File: src/rtl/ptd_pkg.sv
package ptd_pkg;

    localparam int CFG_IDX_W  = 3;
    localparam int CFG_DATA_W = 32;
    localparam int PROD_W     = 34;

    typedef enum logic [CFG_IDX_W-1:0] {
        CFG_POINT_COUNT   = 3'd0,
        CFG_POINT_ZERO    = 3'd1,
        CFG_POINT_ONE     = 3'd2,
        CFG_POINT_TWO     = 3'd3,
        CFG_POINT_THREE   = 3'd4,
        CFG_DISCARD_COUNT = 3'd5,
        CFG_PASSES_NEEDED = 3'd6,
        CFG_SAMPLE_BUDGET = 3'd7
    } t_cfg_idx;

    localparam logic [2:0]  POINT_COUNT_RST   = 3'd4;
    localparam logic [7:0]  DISCARD_COUNT_RST = 8'd1;
    localparam logic [7:0]  PASSES_NEEDED_RST = 8'd3;
    localparam logic [7:0]  SAMPLE_BUDGET_RST = 8'd10;
    // x in upper half, threshold in lower half
    localparam logic [31:0] POINT_RST [4] = '{32'd58, 32'd1966138, 32'd4915312, 32'd13107437};

    typedef struct packed {
        logic [2:0] point_count;
        logic [7:0] discard_count;
        logic [7:0] passes_needed;
        logic [7:0] sample_budget;
    } t_cfg;

    typedef struct packed {
        logic [15:0] off_mv;
        logic [15:0] on_mv;
        logic        start_req;
    } t_in_word;

    typedef struct packed {
        logic       was_discarded;
        logic       above_threshold;
        logic [7:0] pass_count;
        logic       finished;
        logic       detected;
    } t_out_word;

endpackage

File: src/rtl/ptd_in_if.sv
interface ptd_in_if import ptd_pkg::*; ();
    logic     valid;
    logic     ready;
    t_in_word data;

    modport source (output valid, output data, input ready);
    modport sink (input valid, input data, output ready);
endinterface

File: src/rtl/ptd_out_if.sv
interface ptd_out_if import ptd_pkg::*; ();
    logic      valid;
    logic      ready;
    t_out_word data;

    modport source (output valid, output data, input ready);
    modport sink (input valid, input data, output ready);
endinterface

File: src/rtl/ptd_cfg.sv
module ptd_cfg import ptd_pkg::*; #(
    parameter int MAX_POINTS = 4
) (
    input  logic                  i_clk,
    input  logic                  i_rst_n,
    input  logic                  i_cfg_we,
    input  logic [CFG_IDX_W-1:0]  i_cfg_idx,
    input  logic [CFG_DATA_W-1:0] i_cfg_data,
    output t_cfg                  o_cfg,
    output logic [31:0]           o_points [MAX_POINTS]
);

    t_cfg        r_cfg;
    logic [31:0] r_points [MAX_POINTS];

    always_ff @(posedge i_clk) begin
        if (!i_rst_n) begin
            r_cfg.point_count   <= POINT_COUNT_RST;
            r_cfg.discard_count <= DISCARD_COUNT_RST;
            r_cfg.passes_needed <= PASSES_NEEDED_RST;
            r_cfg.sample_budget <= SAMPLE_BUDGET_RST;
            for (int k = 0; k < MAX_POINTS; k++) begin
                r_points[k] <= POINT_RST[k];
            end
        end else if (i_cfg_we) begin
            unique case (t_cfg_idx'(i_cfg_idx))
                CFG_POINT_COUNT:   r_cfg.point_count   <= i_cfg_data[2:0];
                CFG_DISCARD_COUNT: r_cfg.discard_count <= i_cfg_data[7:0];
                CFG_PASSES_NEEDED: r_cfg.passes_needed <= i_cfg_data[7:0];
                CFG_SAMPLE_BUDGET: r_cfg.sample_budget <= i_cfg_data[7:0];
                default: ;
            endcase
            // breakpoint registers beyond the table depth are dropped
            for (int k = 0; k < MAX_POINTS; k++) begin
                if (i_cfg_idx == CFG_IDX_W'(int'(CFG_POINT_ZERO) + k)) begin
                    r_points[k] <= i_cfg_data;
                end
            end
        end
    end

    assign o_cfg    = r_cfg;
    assign o_points = r_points;

endmodule

File: src/rtl/ptd_thresh.sv
module ptd_thresh import ptd_pkg::*; #(
    parameter int MAX_POINTS = 4
) (
    input  logic                     i_clk,
    input  logic                     i_en,
    input  logic [2:0]               i_point_count,
    input  logic [31:0]              i_points [MAX_POINTS],
    input  logic [15:0]              i_off_mv,
    input  logic [15:0]              i_on_mv,
    output logic signed [PROD_W-1:0] o_lhs,
    output logic signed [PROD_W-1:0] o_rhs
);

    localparam int SEG_W = $clog2(MAX_POINTS);

    logic [2:0]              n_eff;
    logic [SEG_W-1:0]        seg;
    logic [15:0]             x0, y0, x1, y1;
    logic signed [16:0]      dx, dy, abs_dx, sdy, d_on, d_off;
    logic signed [PROD_W-1:0] n_lhs, n_rhs;
    logic signed [PROD_W-1:0] r_lhs, r_rhs;

    always_comb begin
        if (i_point_count < 3'd2) begin
            n_eff = 3'd2;
        end else if (i_point_count > 3'(MAX_POINTS)) begin
            n_eff = 3'(MAX_POINTS);
        end else begin
            n_eff = i_point_count;
        end

        // fallback is the last segment; lowest matching segment wins
        seg = SEG_W'(n_eff - 3'd2);
        for (int k = MAX_POINTS - 3; k >= 0; k--) begin
            if (3'(k + 2) < n_eff && i_off_mv >= i_points[k][31:16]
                    && i_off_mv <= i_points[k+1][31:16]) begin
                seg = SEG_W'(k);
            end
        end

        x0 = '0;
        y0 = '0;
        x1 = '0;
        y1 = '0;
        for (int k = 0; k < MAX_POINTS - 1; k++) begin
            if (seg == SEG_W'(k)) begin
                x0 = i_points[k][31:16];
                y0 = i_points[k][15:0];
                x1 = i_points[k+1][31:16];
                y1 = i_points[k+1][15:0];
            end
        end

        dx    = $signed({1'b0, x1}) - $signed({1'b0, x0});
        dy    = $signed({1'b0, y1}) - $signed({1'b0, y0});
        d_on  = $signed({1'b0, i_on_mv}) - $signed({1'b0, y0});
        d_off = $signed({1'b0, i_off_mv}) - $signed({1'b0, x0});

        // zero-width segment (x1 == x0): reduces to on >= y0
        if (dx == 17'sd0) begin
            abs_dx = 17'sd1;
            sdy    = 17'sd0;
        end else if (dx[16]) begin
            abs_dx = -dx;
            sdy    = -dy;
        end else begin
            abs_dx = dx;
            sdy    = dy;
        end

        n_lhs = PROD_W'(d_on) * PROD_W'(abs_dx);
        n_rhs = PROD_W'(sdy) * PROD_W'(d_off);
    end

    always_ff @(posedge i_clk) begin
        if (i_en) begin
            r_lhs <= n_lhs;
            r_rhs <= n_rhs;
        end
    end

    assign o_lhs = r_lhs;
    assign o_rhs = r_rhs;

endmodule

File: src/rtl/ptd_track.sv
module ptd_track import ptd_pkg::*; (
    input  logic                     i_clk,
    input  logic                     i_rst_n,
    input  t_cfg                     i_cfg,
    input  logic                     i_valid,
    input  logic                     i_start,
    input  logic signed [PROD_W-1:0] i_lhs,
    input  logic signed [PROD_W-1:0] i_rhs,
    output logic                     o_adv,
    ptd_out_if.source                o_res
);

    logic [8:0]         r_idx, n_idx, cur_idx, idx_nx;
    logic [7:0]         r_passes, n_passes, cur_p, p_nx;
    logic               r_done, n_done, cur_done;
    logic               r_out_v;
    t_out_word          r_out, res;
    logic               has_res, pass, fin, det;
    logic signed [10:0] limit0, lim;

    always_comb begin
        pass     = i_lhs >= i_rhs;
        limit0   = $signed({3'b0, i_cfg.sample_budget}) - $signed({3'b0, i_cfg.passes_needed})
                   + 11'sd1;
        cur_idx  = i_start ? 9'd0 : r_idx;
        cur_p    = i_start ? 8'd0 : r_passes;
        cur_done = i_start ? 1'b0 : r_done;

        n_idx    = r_idx;
        n_passes = r_passes;
        n_done   = r_done;
        res      = '0;
        has_res  = 1'b0;
        fin      = 1'b0;
        det      = 1'b0;
        p_nx     = cur_p;
        idx_nx   = cur_idx + 9'd1;
        lim      = limit0;

        if (i_start && limit0 <= 11'sd0) begin
            // empty budget: report finished without evaluating
            n_idx        = '0;
            n_passes     = '0;
            n_done       = 1'b1;
            has_res      = 1'b1;
            res.finished = 1'b1;
        end else if (!cur_done) begin
            has_res = 1'b1;
            if (cur_idx < {1'b0, i_cfg.discard_count}) begin
                res.was_discarded = 1'b1;
            end else if (pass) begin
                res.above_threshold = 1'b1;
                p_nx = cur_p + 8'd1;
                if (p_nx >= i_cfg.passes_needed) begin
                    fin = 1'b1;
                    det = 1'b1;
                end
            end else begin
                p_nx = '0;
            end
            lim = limit0 + $signed({3'b0, p_nx});
            if (!fin && $signed({2'b0, idx_nx}) >= lim) begin
                fin = 1'b1;
            end
            n_idx          = idx_nx;
            n_passes       = p_nx;
            n_done         = fin;
            res.pass_count = p_nx;
            res.finished   = fin;
            res.detected   = det;
        end
    end

    assign o_adv = i_valid && (!r_out_v || o_res.ready);

    always_ff @(posedge i_clk) begin
        if (!i_rst_n) begin
            r_idx    <= '0;
            r_passes <= '0;
            r_done   <= 1'b1;
            r_out_v  <= 1'b0;
        end else begin
            if (o_adv) begin
                r_idx    <= n_idx;
                r_passes <= n_passes;
                r_done   <= n_done;
            end
            if (o_adv && has_res) begin
                r_out_v <= 1'b1;
            end else if (o_res.ready) begin
                r_out_v <= 1'b0;
            end
        end
    end

    always_ff @(posedge i_clk) begin
        if (o_adv && has_res) begin
            r_out <= res;
        end
    end

    assign o_res.valid = r_out_v;
    assign o_res.data  = r_out;

    a_fin_sets_done: assert property (@(posedge i_clk) disable iff (!i_rst_n)
        (o_adv && has_res && res.finished) |=> r_done)
        else $error("finished word did not close the measurement");

    a_idle_holds: assert property (@(posedge i_clk) disable iff (!i_rst_n)
        (o_adv && !i_start && r_done) |=> ($stable(r_idx) && $stable(r_passes)))
        else $error("counters moved while idle");

    a_disc_clean: assert property (@(posedge i_clk) disable iff (!i_rst_n)
        (o_adv && has_res && res.was_discarded) |-> (!res.above_threshold && !res.detected))
        else $error("discarded sample flagged as pass");

    a_det_count: assert property (@(posedge i_clk) disable iff (!i_rst_n)
        (o_adv && has_res && res.detected)
            |-> (res.finished && res.pass_count >= i_cfg.passes_needed))
        else $error("detection without enough passes");

endmodule

File: src/rtl/piecewise_threshold_detector.sv
// Registers from input accept to result valid: input register, product register,
// result register.
// Throughput: one word per cycle unless o_res.ready stalls the output; the pass
// counter and sample index update per word; the 17x17 products have their own pipeline stage.
// Reset (synchronous, active low): pipeline empty, counters cleared, idle until a
// start request; configuration returns to the default four-point table.
module piecewise_threshold_detector import ptd_pkg::*; #(
    parameter int MAX_POINTS = 4
) (
    input  logic                  i_clk,
    input  logic                  i_rst_n,
    input  logic                  i_cfg_we,
    input  logic [CFG_IDX_W-1:0]  i_cfg_idx,
    input  logic [CFG_DATA_W-1:0] i_cfg_data,
    ptd_in_if.sink                i_in,
    ptd_out_if.source             o_res
);

    t_cfg                     cfg;
    logic [31:0]              points [MAX_POINTS];
    logic                     r_s1_v, r_s2_v, r_s2_start;
    t_in_word                 r_s1;
    logic                     s1_adv, s2_adv;
    logic signed [PROD_W-1:0] lhs, rhs;

    ptd_cfg #(.MAX_POINTS(MAX_POINTS)) u_cfg (
        .i_clk      (i_clk),
        .i_rst_n    (i_rst_n),
        .i_cfg_we   (i_cfg_we),
        .i_cfg_idx  (i_cfg_idx),
        .i_cfg_data (i_cfg_data),
        .o_cfg      (cfg),
        .o_points   (points)
    );

    assign s1_adv     = r_s1_v && (!r_s2_v || s2_adv);
    assign i_in.ready = !r_s1_v || s1_adv;

    always_ff @(posedge i_clk) begin
        if (!i_rst_n) begin
            r_s1_v <= 1'b0;
            r_s2_v <= 1'b0;
        end else begin
            if (i_in.ready) begin
                r_s1_v <= i_in.valid;
            end
            if (s1_adv) begin
                r_s2_v <= 1'b1;
            end else if (s2_adv) begin
                r_s2_v <= 1'b0;
            end
        end
    end

    always_ff @(posedge i_clk) begin
        if (i_in.ready && i_in.valid) begin
            r_s1 <= i_in.data;
        end
        if (s1_adv) begin
            r_s2_start <= r_s1.start_req;
        end
    end

    ptd_thresh #(.MAX_POINTS(MAX_POINTS)) u_thresh (
        .i_clk         (i_clk),
        .i_en          (s1_adv),
        .i_point_count (cfg.point_count),
        .i_points      (points),
        .i_off_mv      (r_s1.off_mv),
        .i_on_mv       (r_s1.on_mv),
        .o_lhs         (lhs),
        .o_rhs         (rhs)
    );

    ptd_track u_track (
        .i_clk   (i_clk),
        .i_rst_n (i_rst_n),
        .i_cfg   (cfg),
        .i_valid (r_s2_v),
        .i_start (r_s2_start),
        .i_lhs   (lhs),
        .i_rhs   (rhs),
        .o_adv   (s2_adv),
        .o_res   (o_res)
    );

endmodule
File: src/flat_wrapper.sv
// flat-port wrapper written by rule: the top's interface ports become plain ports
module piecewise_threshold_detector_flat import ptd_pkg::*;
#(
    parameter int MAX_POINTS = 4
)
  (i_clk, i_rst_n, i_cfg_we, i_cfg_idx, i_cfg_data, i_in_valid, i_in_data, i_in_ready, o_res_valid, o_res_data, o_res_ready);
  ptd_in_if i_in_i ();
  ptd_out_if o_res_i ();
  input  logic i_clk;
  input  logic i_rst_n;
  input  logic i_cfg_we;
  input  logic [CFG_IDX_W-1:0] i_cfg_idx;
  input  logic [CFG_DATA_W-1:0] i_cfg_data;
  input wire logic [$bits(i_in_i.valid)-1:0] i_in_valid;
  input wire logic [$bits(i_in_i.data)-1:0] i_in_data;
  output wire logic [$bits(i_in_i.ready)-1:0] i_in_ready;
  output wire logic [$bits(o_res_i.valid)-1:0] o_res_valid;
  output wire logic [$bits(o_res_i.data)-1:0] o_res_data;
  input wire logic [$bits(o_res_i.ready)-1:0] o_res_ready;
  assign i_in_i.valid = i_in_valid;
  assign i_in_i.data = i_in_data;
  assign i_in_ready = i_in_i.ready;
  assign o_res_valid = o_res_i.valid;
  assign o_res_data = o_res_i.data;
  assign o_res_i.ready = o_res_ready;
  piecewise_threshold_detector #(.MAX_POINTS(MAX_POINTS)) u_core (.i_clk(i_clk), .i_rst_n(i_rst_n), .i_cfg_we(i_cfg_we), .i_cfg_idx(i_cfg_idx), .i_cfg_data(i_cfg_data), .i_in(i_in_i), .o_res(o_res_i));
endmodule
File: config.mk
export PLATFORM = sky130hd
export DESIGN_NAME = piecewise_threshold_detector_flat
export DESIGN_NICKNAME = d
export VERILOG_FILES = /design/src/rtl/ptd_pkg.sv /design/src/rtl/ptd_in_if.sv /design/src/rtl/ptd_out_if.sv /design/src/rtl/ptd_cfg.sv /design/src/rtl/ptd_thresh.sv /design/src/rtl/ptd_track.sv /design/src/rtl/piecewise_threshold_detector.sv /design/src/flat_wrapper.sv
export SDC_FILE = /design/constraint.sdc
export NUM_CORES = 2
export LEC_CHECK = 0
export BUFFER_PORTS_ARGS = -buffer_cell sky130_fd_sc_hd__buf_2
export CORE_AREA = 2 2 287 289
export CTS_CLUSTER_SIZE = 12
export DETAILED_ROUTE_END_ITERATION = 10
export DIE_AREA = 0 0 289 291
export MAX_ROUTING_LAYER = met4
export PLACE_DENSITY_LB_ADDON = 0.08
export SYNTH_ARGS = -nofsm -noshare
export SYNTH_HDL_FRONTEND = slang
export SYNTH_SLANG_ARGS = --single-unit
File: constraint.sdc
create_clock -name i_clk -period 14.61 [get_ports i_clk]
set_clock_uncertainty 0.2 [all_clocks]
set_input_delay 0.7305 -clock i_clk [delete_from_list [all_inputs] [get_ports i_clk]]
set_output_delay 0.7305 -clock i_clk [all_outputs]
set_load 0.01 [all_outputs]
==> results.sh <==
export IMPL_synth_seq_area_share=0.173
export IMPL_via_count=30681
export IMPL_grt_pass1_wl_mm=179
export IMPL_design_area_um2=43600
export IMPL_fmax_mhz=73.4
export IMPL_wl_per_cell_um=19.7
export IMPL_diodes=0
export IMPL_holdCritStartpoint="i_in_data[5]"
export IMPL_drv_slew=0
export IMPL_slowest_delay_ns=0.62
export IMPL_cp_start_kind="flop"
export IMPL_synth_edf_count=114
export IMPL_synth_area_um2=40100
export IMPL_rows=105
export IMPL_viasPerCell=5.38
export IMPL_cts_max_level=2
export IMPL_yosys_register_bits=290
export IMPL_reg2reg_depth=49
export IMPL_dp_hpwl_mm=91.0
export IMPL_final_fill_count=7763
export IMPL_max_slew_worst_pin_slew_ns=1.23
export IMPL_arrival_ns=13.72
export IMPL_timing_critical_path_mode_cell="a21oi_1"
export IMPL_grtUsageTotal=0.283
export IMPL_hold_slack_ns=0.134
export IMPL_grt_pass1_vias=31515
export IMPL_synth_ff_type="dfxtp_1"
export IMPL_root_buffer="clkbuf_16"
export IMPL_remaining_drc_errors=0
export IMPL_tns_ns=0
export IMPL_drtPass1Iterations=8
export IMPL_min_period_over_period=0.932
export IMPL_slowest_stage="or4_1"
export IMPL_place_area_um2=42200
export IMPL_hold_viol=0
export IMPL_die_w_um=289
export IMPL_coreArea_um2=81200
export IMPL_run_status="complete, no violations"
export IMPL_r2r_end="u_core.u_thresh.o_lhs[33]$_DFFE_PP_"
export IMPL_path_clk_slew_ns=0.06
export IMPL_avgSynthCellArea_um2=8.88
export IMPL_cts_made_buffers=38
export IMPL_critPathKind="reg2reg"
export IMPL_grt_setup_unrepaired="no"
export IMPL_dieHeight_um=291
export IMPL_ys_warn_count=0
export IMPL_startpoint="u_core.r_s1[32]$_DFFE_PP_"
export IMPL_r2r_setup_slack_ns=0.99
export IMPL_worstSetupEndpoint="u_core.u_thresh.o_lhs[33]$_DFFE_PP_"
export IMPL_grt_max_degree=91
export IMPL_wirelength_mm=112
export IMPL_maxCapViolCount=0
export IMPL_cts_buffer_depth=3
export IMPL_synth_cell_types=102
export IMPL_area_growth_pct=8.52
export IMPL_drt_iter0_drc=2060
export IMPL_hold_path_class="in2reg"
export IMPL_drive_gt1_frac=0.0711
export IMPL_r2r_start="u_core.r_s1[32]$_DFFE_PP_"
export IMPL_syn_num_nets=5545
export IMPL_clock_latency_ns=0.58
export IMPL_cts_tree="yes"
export IMPL_nNetsFinal=5632
export IMPL_gp_congestion=0.949
export IMPL_layout_cells_most_common="inv_1"
export IMPL_worstSetupEndpointType="flop"
export IMPL_ant_nets=0
export IMPL_syn_inst=4517
export IMPL_antenna_found_initial=1
export IMPL_ioPinCount=87
export IMPL_die_area_um2=84100
export IMPL_cp_required_ns=14.71
export IMPL_cts_sinks=290
export IMPL_crit_fanout=20
export IMPL_dpl_worst_slack_ns=0.646
export IMPL_final_setup_worst_slack_ns=0.989
export IMPL_final_cell_mix="inv_1, fa_1, nand2_1"
export IMPL_maxSlewHeadroom=0.178
export IMPL_synthArstFlopShare=0
export IMPL_setup_viol=0
export IMPL_start_util=0.494
export IMPL_grt_overflow_total=0
export IMPL_fin_crit_ns=13.62
export IMPL_io_buffer_count=86
-- cell type report --
cell class | instances | area (um^2) | share of cell area
Sequential cell | 290 | 6950 | 0.159
Clock inverter | 15 | 188 | 0.00431
Timing Repair Buffer | 187 | 1190 | 0.0274
Multi-Input combinational cell | 3310 | 29800 | 0.685
Clock buffer | 51 | 1130 | 0.0261
Inverter | 777 | 2920 | 0.0670
Tap cell | 1070 | 1340 | 0.0307
-- cell families after synthesis --
family	after synthesis	share of synthesized area
simple gates	1474	0.161
fa+ha+maj	959	0.411
buf+inv	918	0.0874
compound gates	637	0.114
flops	290	0.173
xor+xnor	196	0.0431
mux	43	0.0108
-- Yosys cell counts, types with 9 or more instances --
cell | number | area [um^2]
inv_1 | 775 | 2910
fa_1 | 599 | 12000
nand2_1 | 599 | 2250
nor2_1 | 454 | 1700
ha_1 | 356 | 4450
dfxtp_1 | 176 | 3520
a21oi_1 | 140 | 701
a21boi_0 | 139 | 1040
xnor2_1 | 130 | 1140
edfxtp_1 | 114 | 3420
clkbuf_1 | 94 | 353
nand3_1 | 82 | 410
o21ai_0 | 82 | 410
nor3_1 | 77 | 385
nor2b_1 | 65 | 407
xor2_1 | 64 | 561
nand2b_1 | 60 | 375
a21o_1 | 43 | 323
mux2i_1 | 41 | 410
and2_1 | 36 | 225
buf_2 | 25 | 125
a222oi_1 | 23 | 230
o21bai_1 | 22 | 165
o211ai_1 | 20 | 150
or3_1 | 18 | 113
a211oi_1 | 17 | 128
nand4_1 | 17 | 106
o21a_1 | 16 | 120
or2_2 | 16 | 100
a31oi_1 | 14 | 87.6
buf_1 | 13 | 48.8
a2111oi_0 | 10 | 87.6
a22o_1 | 9 | 78.8
and3_1 | 9 | 56.3
-- critical path: cells and delay by family, from the launching register on --
kind / cells / cell delay (ns)
flops: 1 / 0.46
simple gates: 8 / 1.78
fa+ha+maj: 10 / 4.41
xor+xnor: 2 / 0.42
buf+inv: 6 / 0.50
compound gates: 23 / 5.53
-- state kept, by name (all words and copies together), names as in the netlist, 8 cells and up --
name,count
u_core.u_cfg.o_points,128
u_core.u_thresh.o_lhs,34
u_core.u_thresh.o_rhs,34
u_core.r_s1,33
u_core.u_cfg.o_cfg,27
u_core.u_track.o_res.data,12
u_core.u_track.r_idx,9
u_core.u_track.r_passes,8
-- routing by layer --
metal	track usage	share of wire	vias to the layer above	routed length, um
met2	0.443	0.47	798	52300
met5	-	0	-	0
met1	0.387	0.45	15110	50600
met3	0.0343	0.054	137	6050
met4	0.0769	0.031	0	3440
li1	-	-	14636	-
-- through the flow --
stage / utilization / cells
global placement: 0.519 / 5632
finish: 0.536 / 5700
floorplan: - / 4517
detailed placement: 0.519 / 5632
CTS: 0.536 / 5698
global route: 0.536 / 5700
-- timing repair --
action	in CTS	in global routing
setup endpoints to repair	0	7
setup buffers	0	1
gates resized for setup	0	9
hold buffers	0	0
-- worst min path at each step --
| stage | slack, ns | cells after the start | endpoint |
|---|---|---|---|
| 2_1_floorplan | 0.20 | 0 | u_core.r_s2_start$_DFFE_PP_ |
| 3_3_place_gp | 0.23 | 0 | u_core.r_s2_start$_DFFE_PP_ |
| 3_5_place_dp | 0.22 | 0 | u_core.r_s2_start$_DFFE_PP_ |
| 4_1_cts | 0.11 | 1 | u_core.r_s1[0]$_DFFE_PP_ |
| 5_1_grt | 0.12 | 1 | u_core.r_s1[12]$_DFFE_PP_ |
| 6_report | 0.13 | 1 | u_core.r_s1[5]$_DFFE_PP_ |
Power is not shown: default switching activity piles up to over one toggle a cycle in this logic, so the estimate is an artifact.
